===== src/design/ipe_pkg.sv =====
`timescale 1ns / 1ps
`default_nettype none
// ----------------------------------------------------------------------------
// ipe_pkg
// Types, constants and the edge successor table of the polygon extractor.
// ----------------------------------------------------------------------------
package ipe_pkg;

  localparam int unsigned NUM_EDGES = 12;

  typedef logic [3:0] edge_t;

  typedef struct packed {
    logic [11:0] cut_mask;
    logic [11:0] side_mask;
  } in_req_t;

  typedef struct packed {
    logic [3:0] first_edge;
    logic [3:0] second_edge;
    logic [3:0] third_edge;
    logic [1:0] polygon_number;
    logic       has_triangle;
    logic       last_of_cube;
  } out_res_t;

  typedef struct packed {
    logic load;
    logic advance;
    logic begin_walk;
    logic visit;
    logic finish;
  } ipe_cmd_t;

  typedef struct packed {
    logic start_done;
    logic start_hit;
    logic walk_more;
  } ipe_status_t;

  localparam edge_t NEXT_EDGE_TAB [0:11][0:1][0:2] = '{
    '{'{4'd9,  4'd1,  4'd8},  '{4'd4,  4'd3,  4'd7}},
    '{'{4'd6,  4'd2,  4'd5},  '{4'd8,  4'd0,  4'd9}},
    '{'{4'd10, 4'd3,  4'd11}, '{4'd5,  4'd1,  4'd6}},
    '{'{4'd7,  4'd0,  4'd4},  '{4'd11, 4'd2,  4'd10}},
    '{'{4'd3,  4'd7,  4'd0},  '{4'd8,  4'd5,  4'd11}},
    '{'{4'd11, 4'd4,  4'd8},  '{4'd1,  4'd6,  4'd2}},
    '{'{4'd2,  4'd5,  4'd1},  '{4'd9,  4'd7,  4'd10}},
    '{'{4'd10, 4'd6,  4'd9},  '{4'd0,  4'd4,  4'd3}},
    '{'{4'd5,  4'd11, 4'd4},  '{4'd0,  4'd9,  4'd1}},
    '{'{4'd1,  4'd8,  4'd0},  '{4'd7,  4'd10, 4'd6}},
    '{'{4'd6,  4'd9,  4'd7},  '{4'd3,  4'd11, 4'd2}},
    '{'{4'd2,  4'd10, 4'd3},  '{4'd4,  4'd8,  4'd5}}
  };

endpackage
`default_nettype wire


===== src/design/isocube_polygon_extractor.sv =====
`timescale 1ns / 1ps
`default_nettype none
// ----------------------------------------------------------------------------
// isocube_polygon_extractor
// Walks the cut edges of one marching-cubes cell and emits its polygons as
// triangle fans of edge-index triples.
//
//   Channel   Ports                     Handshake
//   request   start, busy, in_req       taken when start is high, busy low
//   result    out_valid, out_res        one-cycle strobe, cannot be stalled
//
// A cube is handled as a scan over the start edges, with a walk of one
// visited edge per step from each unvisited cut start edge, a check for
// the end of the scan, a final result and a return to idle to take the
// next request. Results are held in a pending register, then registered
// out, the last one flagged. Reset is synchronous and leaves the block idle.
// ----------------------------------------------------------------------------
module isocube_polygon_extractor (
  input  wire logic              clk,
  input  wire logic              rst_n,
  input  wire logic              start,
  output logic                   busy,
  input  wire ipe_pkg::in_req_t  in_req,
  output logic                   out_valid,
  output ipe_pkg::out_res_t      out_res
);

  ipe_pkg::ipe_cmd_t    cmd;
  ipe_pkg::ipe_status_t status;

  ipe_ctrl u_ctrl (
    .clk    (clk),
    .rst_n  (rst_n),
    .start  (start),
    .busy   (busy),
    .status (status),
    .cmd    (cmd)
  );

  ipe_datapath u_datapath (
    .clk       (clk),
    .rst_n     (rst_n),
    .in_req    (in_req),
    .cmd       (cmd),
    .status    (status),
    .out_valid (out_valid),
    .out_res   (out_res)
  );

endmodule
`default_nettype wire


===== src/design/ipe_ctrl.sv =====
`timescale 1ns / 1ps
`default_nettype none
// ----------------------------------------------------------------------------
// ipe_ctrl
// Controller that sequences the start-edge scan, the edge walks and the
// final result of each cube.
// ----------------------------------------------------------------------------
module ipe_ctrl (
  input  wire logic                 clk,
  input  wire logic                 rst_n,
  input  wire logic                 start,
  output logic                      busy,
  input  wire ipe_pkg::ipe_status_t status,
  output ipe_pkg::ipe_cmd_t         cmd
);

  typedef enum logic [3:0] {
    ST_IDLE   = 4'b0001,
    ST_SCAN   = 4'b0010,
    ST_WALK   = 4'b0100,
    ST_FINISH = 4'b1000
  } state_t;

  state_t state_r;
  state_t state_nxt;

  always_comb begin
    state_nxt = state_r;
    cmd       = '0;
    unique case (state_r)
      ST_IDLE: begin
        if (start) begin
          cmd.load  = 1'b1;
          state_nxt = ST_SCAN;
        end
      end
      ST_SCAN: begin
        if (status.start_done) begin
          state_nxt = ST_FINISH;
        end else if (status.start_hit) begin
          cmd.begin_walk = 1'b1;
          state_nxt      = ST_WALK;
        end else begin
          cmd.advance = 1'b1;
        end
      end
      ST_WALK: begin
        cmd.visit = 1'b1;
        if (!status.walk_more) begin
          cmd.advance = 1'b1;
          state_nxt   = ST_SCAN;
        end
      end
      ST_FINISH: begin
        cmd.finish = 1'b1;
        state_nxt  = ST_IDLE;
      end
      default: state_nxt = ST_IDLE;
    endcase
  end

  always_ff @(posedge clk) begin
    if (!rst_n) begin
      state_r <= ST_IDLE;
    end else begin
      state_r <= state_nxt;
    end
  end

  assign busy = (state_r != ST_IDLE);

endmodule
`default_nettype wire


===== src/design/ipe_datapath.sv =====
`timescale 1ns / 1ps
`default_nettype none
// ----------------------------------------------------------------------------
// ipe_datapath
// Edge masks, visited set, walk registers, fan triangle builder, a pending
// register that holds back one triangle to mark the last of a cube, and the output register.
// ----------------------------------------------------------------------------
module ipe_datapath (
  input  wire logic                 clk,
  input  wire logic                 rst_n,
  input  wire ipe_pkg::in_req_t     in_req,
  input  wire ipe_pkg::ipe_cmd_t    cmd,
  output ipe_pkg::ipe_status_t      status,
  output logic                      out_valid,
  output ipe_pkg::out_res_t         out_res
);

  logic [11:0]       cut_r, cut_nxt;
  logic [11:0]       side_r, side_nxt;
  logic [11:0]       visited_r, visited_nxt;
  logic [3:0]        start_r, start_nxt;
  ipe_pkg::edge_t    cur_r, cur_nxt;
  logic [1:0]        nv_r, nv_nxt;
  ipe_pkg::edge_t    anchor_r, anchor_nxt;
  ipe_pkg::edge_t    prev_r, prev_nxt;
  logic [1:0]        poly_r, poly_nxt;
  ipe_pkg::out_res_t pend_r, pend_nxt;
  logic              pend_valid_r, pend_valid_nxt;
  logic              out_valid_r, out_valid_nxt;
  ipe_pkg::out_res_t out_res_r, out_res_nxt;

  logic [11:0]       visit_set;
  logic              dir;
  ipe_pkg::edge_t    cand0, cand1, cand2;
  ipe_pkg::edge_t    cand;
  logic              found;
  logic              new_tri;
  ipe_pkg::out_res_t tri_res;

  always_comb begin
    visit_set = visited_r | (12'b1 << cur_r);
    dir       = side_r[cur_r];
    cand0     = ipe_pkg::NEXT_EDGE_TAB[cur_r][dir][0];
    cand1     = ipe_pkg::NEXT_EDGE_TAB[cur_r][dir][1];
    cand2     = ipe_pkg::NEXT_EDGE_TAB[cur_r][dir][2];
    found     = 1'b1;
    if (cut_r[cand0]) begin
      cand = cand0;
    end else if (cut_r[cand1]) begin
      cand = cand1;
    end else if (cut_r[cand2]) begin
      cand = cand2;
    end else begin
      cand  = cand0;
      found = 1'b0;
    end
  end

  assign status.start_done = (start_r == 4'(ipe_pkg::NUM_EDGES));
  assign status.start_hit  = (((cut_r & ~visited_r) >> start_r) & 12'd1) != 12'd0;
  assign status.walk_more  = found && !visit_set[cand];

  assign new_tri = cmd.visit && (nv_r == 2'd2);

  always_comb begin
    tri_res                = '0;
    tri_res.first_edge     = anchor_r;
    tri_res.second_edge    = prev_r;
    tri_res.third_edge     = cur_r;
    tri_res.polygon_number = poly_r;
    tri_res.has_triangle   = 1'b1;
  end

  always_comb begin
    cut_nxt        = cut_r;
    side_nxt       = side_r;
    visited_nxt    = visited_r;
    start_nxt      = start_r;
    cur_nxt        = cur_r;
    nv_nxt         = nv_r;
    anchor_nxt     = anchor_r;
    prev_nxt       = prev_r;
    poly_nxt       = poly_r;
    pend_nxt       = pend_r;
    pend_valid_nxt = pend_valid_r;
    out_valid_nxt  = 1'b0;
    out_res_nxt    = out_res_r;

    if (cmd.load) begin
      cut_nxt        = in_req.cut_mask;
      side_nxt       = in_req.side_mask;
      visited_nxt    = '0;
      start_nxt      = '0;
      poly_nxt       = '0;
      pend_valid_nxt = 1'b0;
    end

    if (cmd.advance) begin
      start_nxt = start_r + 4'd1;
    end

    if (cmd.begin_walk) begin
      cur_nxt = start_r;
      nv_nxt  = '0;
    end

    if (cmd.visit) begin
      visited_nxt = visit_set;
      prev_nxt    = cur_r;
      cur_nxt     = cand;
      if (nv_r == 2'd0) begin
        anchor_nxt = cur_r;
      end
      if (nv_r != 2'd2) begin
        nv_nxt = nv_r + 2'd1;
      end
      if (!status.walk_more && (nv_r == 2'd2)) begin
        poly_nxt = poly_r + 2'd1;
      end
    end

    if (new_tri) begin
      pend_nxt       = tri_res;
      pend_valid_nxt = 1'b1;
      if (pend_valid_r) begin
        out_valid_nxt = 1'b1;
        out_res_nxt   = pend_r;
      end
    end

    if (cmd.finish) begin
      out_valid_nxt = 1'b1;
      if (pend_valid_r) begin
        out_res_nxt = pend_r;
      end else begin
        out_res_nxt = '0;
      end
      out_res_nxt.last_of_cube = 1'b1;
      pend_valid_nxt           = 1'b0;
    end
  end

  always_ff @(posedge clk) begin
    if (!rst_n) begin
      pend_valid_r <= 1'b0;
      out_valid_r  <= 1'b0;
    end else begin
      pend_valid_r <= pend_valid_nxt;
      out_valid_r  <= out_valid_nxt;
    end
  end

  always_ff @(posedge clk) begin
    cut_r     <= cut_nxt;
    side_r    <= side_nxt;
    visited_r <= visited_nxt;
    start_r   <= start_nxt;
    cur_r     <= cur_nxt;
    nv_r      <= nv_nxt;
    anchor_r  <= anchor_nxt;
    prev_r    <= prev_nxt;
    poly_r    <= poly_nxt;
    pend_r    <= pend_nxt;
    out_res_r <= out_res_nxt;
  end

  assign out_valid = out_valid_r;
  assign out_res   = out_res_r;

endmodule
`default_nettype wire


===== config.mk =====
export PLATFORM = sky130hd
export DESIGN_NAME = isocube_polygon_extractor
export DESIGN_NICKNAME = d
export VERILOG_FILES = /design/src/design/ipe_pkg.sv /design/src/design/isocube_polygon_extractor.sv /design/src/design/ipe_ctrl.sv /design/src/design/ipe_datapath.sv
export SDC_FILE = /design/constraint.sdc
export NUM_CORES = 1
export LEC_CHECK = 0
export BUFFER_PORTS_ARGS = -buffer_cell sky130_fd_sc_hd__buf_2
export CAP_MARGIN = 40
export CORE_MARGIN = 1.5
export CORE_UTILIZATION = 50
export CTS_BUF_LIST = sky130_fd_sc_hd__clkbuf_8
export DETAILED_ROUTE_END_ITERATION = 8
export PLACE_DENSITY = 0.69
export SLEW_MARGIN = 15
export SYNTH_ARGS = -nofsm -noshare
export SYNTH_HDL_FRONTEND = slang
export SYNTH_SLANG_ARGS = --single-unit
export TNS_END_PERCENT = 20

===== constraint.sdc =====
create_clock -name clk -period 5.4 [get_ports clk]
set_input_delay 0.27 -clock clk [delete_from_list [all_inputs] [get_ports clk]]
set_output_delay 0.27 -clock clk [all_outputs]
set_load 0.02 [all_outputs]

==> summary.txt <==
GRT
  – Met2 usage: 0.361
  – Largest net degree at the start of global routing: 27
  – Busiest grt layer: met2
  – GR Util met3: 0.0434
  – Initial antenna violation count: 0
  – Global Route Usage Sum: 0.228
  – GR Layer Usage met1: 0.314
  – Grt ovf: 0
  – First-pass GRT wire length: between 15,000 and 20,000 microns
  – Vias in the first global route: 3,599

Routing
  – Number of DRC markers in iteration 0: about 340
  – Total wire length: around 11,000 microns
  – Routed Antenna Nets: 0
  – Average wire per standard cell: 18.1 microns
  – Detailed-route DRC error count: 0
  – Vias: roughly 3,700
  – Vias/cell: about 6
  – Drt first pass iters: 5

Layout
  – Share of cells above drive strength 1: 0.226
  – Area Growth Syn to Fin: 12.4%
  – Final Net Count: around 520
  – Final Non-Filler Cells: approximately 620
  – ANT cells: 0

Power
  – Sequential Power Share: 0.563
  – Clock share of power: 0.306
  – Tot Pwr: 1.47 mW
  – Static leakage: approximately 2.2 nW
  – VDD IR max: ~130 uV
  – Share of total power in combinational logic: 0.131
  – Internal: approximately 1.1 mW
  – Sw Ratio: 0.276
  – P per Cell Area: roughly 260 nW/um^2
  – P_sw: ~0.41 mW

Synth
  – Synthesized area per cell: ~12 sq um
  – Seq cells post-synth: slightly above 90
  – Cell area after synthesis: around 5000 sq um
  – Synth cell count leaders: edfxtp_1, nor2_1, nand2_1
  – EDFF count, synth: between 80 and 90
  – Synth area leaders: edfxtp_1, dfxtp_1, mux2i_1
  – Synthesis Warnings: 0
  – Register area share after synthesis: 0.531
  – Most frequent cell after synthesis: edfxtp_1
  – Post-Synthesis Cells: around 430
  – Syn Nets: between 400 and 500
  – Top cell type by total area after synthesis: edfxtp_1
  – Post-synthesis async set-or-reset flop share: 0
  – Top-area cell type share of the netlist area: 0.487
  – Main synth FF type: edfxtp_1
  – Unique masters post-synth: 76

Clock tree
  – TritonCTS clock tree: yes
  – Hold buffers post-CTS: 0
  – Clock buffer depth: 2
  – Clk_lat worst skew: around 0.36 ns
  – Post-CTS sizing: 0
  – Level count of the clock H-tree: 3
  – CTS Sinks: 92
  – Clk pin slew, worst setup/hold paths: approximately 0.10 ns
  – Clock root cell: clkbuf_8
  – Number of setup buffers added after CTS: 0
  – Cts bufs inserted: 9

Setup path
  – CP max stage cell: edfxtp_1
  – FF-to-FF Start: u_datapath.cur_r[2]$_DFFE_PP_
  – Top Family by Delay on Critical Path: compound AO/OA/AOI/OAI gates
  – Worst setup path class: register to register
  – Reg2reg setup slack: 0.63 ns
  – Reg2Reg Depth: 14
  – CP startpoint kind: register
  – R2r endpoint: u_datapath.start_r[3]$_SDFFCE_PN0P_
  – Critical-path cell list: clkinv_1 -> ha_1 -> nor2_1 -> a21oi_1 -> mux2i_1 -> o211ai_1 -> a21oi_1 -> a31oi_4 -> and2_4 -> a31oi_2 -> mux2i_1 -> a211oi_2 -> o221a_4 -> nand2_1
  – Critical Path Fanout Max: 21
  – Largest stage delay, worst path: roughly 0.88 ns
  – Critical Path AT: 4.86 ns
  – WP buf/inv: 1
  – Endpoint class of the critical path: register
  – Worst path required time: about 5.5 ns

Flow run
  – Max Cap Viol: 0

Floorplanning
  – Ports: 45
  – Chip width: roughly 100 microns
  – Die area: ~11,000 sq um
  – Core footprint: about 9700 sq um
  – Initial core utilization: 0.514
  – Row count: 36
  – Die Height: between 100 and 150 microns

Place
  – Cells after DPL: approximately 600
  – Port Buffers: between 40 and 50
  – Post-DP HPWL: 8110 microns
  – RePlAce Congestion: 0.919

Worst hold path
  – Hold endpoint: u_datapath.cut_r[7]$_DFFE_PP_
  – Hold crit path type: input pin to register
  – Hold path cells: 1
  – Hold path startpoint: in_req[19]

STA
  – Max Fclk: approximately 210 MHz
  – Final Hold Slack: 0.0766 ns
  – Period utilisation layout: 0.883
  – Number of slew-limit violations in the final report: 0
  – Unrepaired setup endpoints after global routing: false
  – Final setup viols: 0
  – Setup_tns: 0 ns
  – Slew margin rel.: 0.467
  – Final count of hold timing violations: 0
  – Worst Max-Slew Pin Slew: between 0.7 and 0.8 ns
  – Worst clock skew: approximately 0.013 ns
  – Tmin final: 4.77 ns

Status
  – Status: complete, no violations
## metrics by stage
step,setup slack [ns],cell area [sq um],util
floorplan,1.28,5000,-
global placement,0.838,5400,0.555
detailed placement,0.669,5420,0.557
CTS,0.640,5620,0.578
global route,0.167,5620,0.578
finish,0.633,5620,0.578
## how the worst max path moves through the flow
stage / from / to / slack (ns) / cells after the start
2_1_floorplan: u_datapath.cur_r[1]$_DFFE_PP_ / u_datapath.start_r[0]$_SDFFCE_PN0P_ / 1.28 / 16
3_3_place_gp: u_datapath.cur_r[2]$_DFFE_PP_ / u_datapath.start_r[2]$_SDFFCE_PN0P_ / 0.84 / 13
3_5_place_dp: u_datapath.cur_r[2]$_DFFE_PP_ / u_datapath.start_r[0]$_SDFFCE_PN0P_ / 0.67 / 14
4_1_cts: u_datapath.cur_r[2]$_DFFE_PP_ / u_datapath.start_r[3]$_SDFFCE_PN0P_ / 0.64 / 14
5_1_grt: u_datapath.cur_r[2]$_DFFE_PP_ / u_datapath.start_r[3]$_SDFFCE_PN0P_ / 0.17 / 14
6_report: u_datapath.cur_r[2]$_DFFE_PP_ / u_datapath.start_r[3]$_SDFFCE_PN0P_ / 0.63 / 14
## state kept, by name, summed over array words and instances (netlist names), 4 cells and up
name,count
u_datapath.side_r,12
u_datapath.cut_r,12
u_datapath.anchor_r,4
u_ctrl.state_r,4
u_datapath.pend_r,14
u_datapath.prev_r,4
u_datapath.out_res,16
u_datapath.cur_r,4
u_datapath.start_r,4
u_datapath.visited_r,12
## kinds of logic (layout without fill, tap and decap cells)
| group | Yosys count | after routing | synth area share |
|---|---|---|---|
| AO/OA/AOI/OAI | 120 | 120 | 0.193 |
| XOR/XNOR | 3 | 3 | 0.00526 |
| adder cells (fa/ha/maj) | 9 | 9 | 0.0225 |
| buffers and inverters | 35 | 92 | 0.0290 |
| flip-flops | 92 | 92 | 0.531 |
| multiplexers | 29 | 29 | 0.0731 |
| AND/OR/NAND/NOR | 141 | 141 | 0.147 |
## power by group through the flow
stage	clock network (mW)	registers, mW	logic, mW
after detailed placement	0	0.846	0.190
final	0.451	0.830	0.193
after floorplan	0	0.834	0.137
after CTS	0.470	0.830	0.191
after global routing	0.499	0.834	0.210
after global placement	0	0.846	0.185
## area by class of cell
type                       count  area (sq um)
multi-input combinational    302          2200
clock inverter                 7          80.1
sequential                    92          2650
clock buffer                   9           124
timing repair buffer          57           325
fill                         832          4110
inverter                      19          71.3
tap                          133           166
## metal layers
layer | up-vias | wire [microns]
met5 | - | 0
met4 | 0 | 312
met3 | 29 | 594
met2 | 136 | 5270
met1 | 1800 | 5020
li1 | 1750 | -
## cells in the final DEF (no fill, tap or decap), types with 4 or more instances in the layout
master | Yosys | routed
a32oi_1 | 5 | 5
ha_1 | 9 | 9
o22ai_1 | 5 | 5
nand3_1 | 7 | 7
o21a_1 | 5 | 5
and2_1 | 18 | 18
nor2_1 | 40 | 40
a21oi_1 | 20 | 20
dfxtp_1 | 11 | 11
nor3b_1 | 7 | 7
buf_2 | 5 | 44
a41o_1 | 4 | 4
inv_1 | 17 | 17
mux4_2 | 5 | 5
nor2b_1 | 4 | 4
a22oi_1 | 4 | 4
a211oi_1 | 6 | 6
nand2_1 | 31 | 31
and3_1 | 4 | 4
nand2b_1 | 5 | 5
buf_4 | 0 | 12
nor3_1 | 9 | 9
o21ai_0 | 17 | 17
clkbuf_8 | 0 | 9
mux2i_1 | 19 | 19
edfxtp_1 | 81 | 81
o211ai_1 | 6 | 6
No activity file was read; power rests on OpenSTA's default activity.
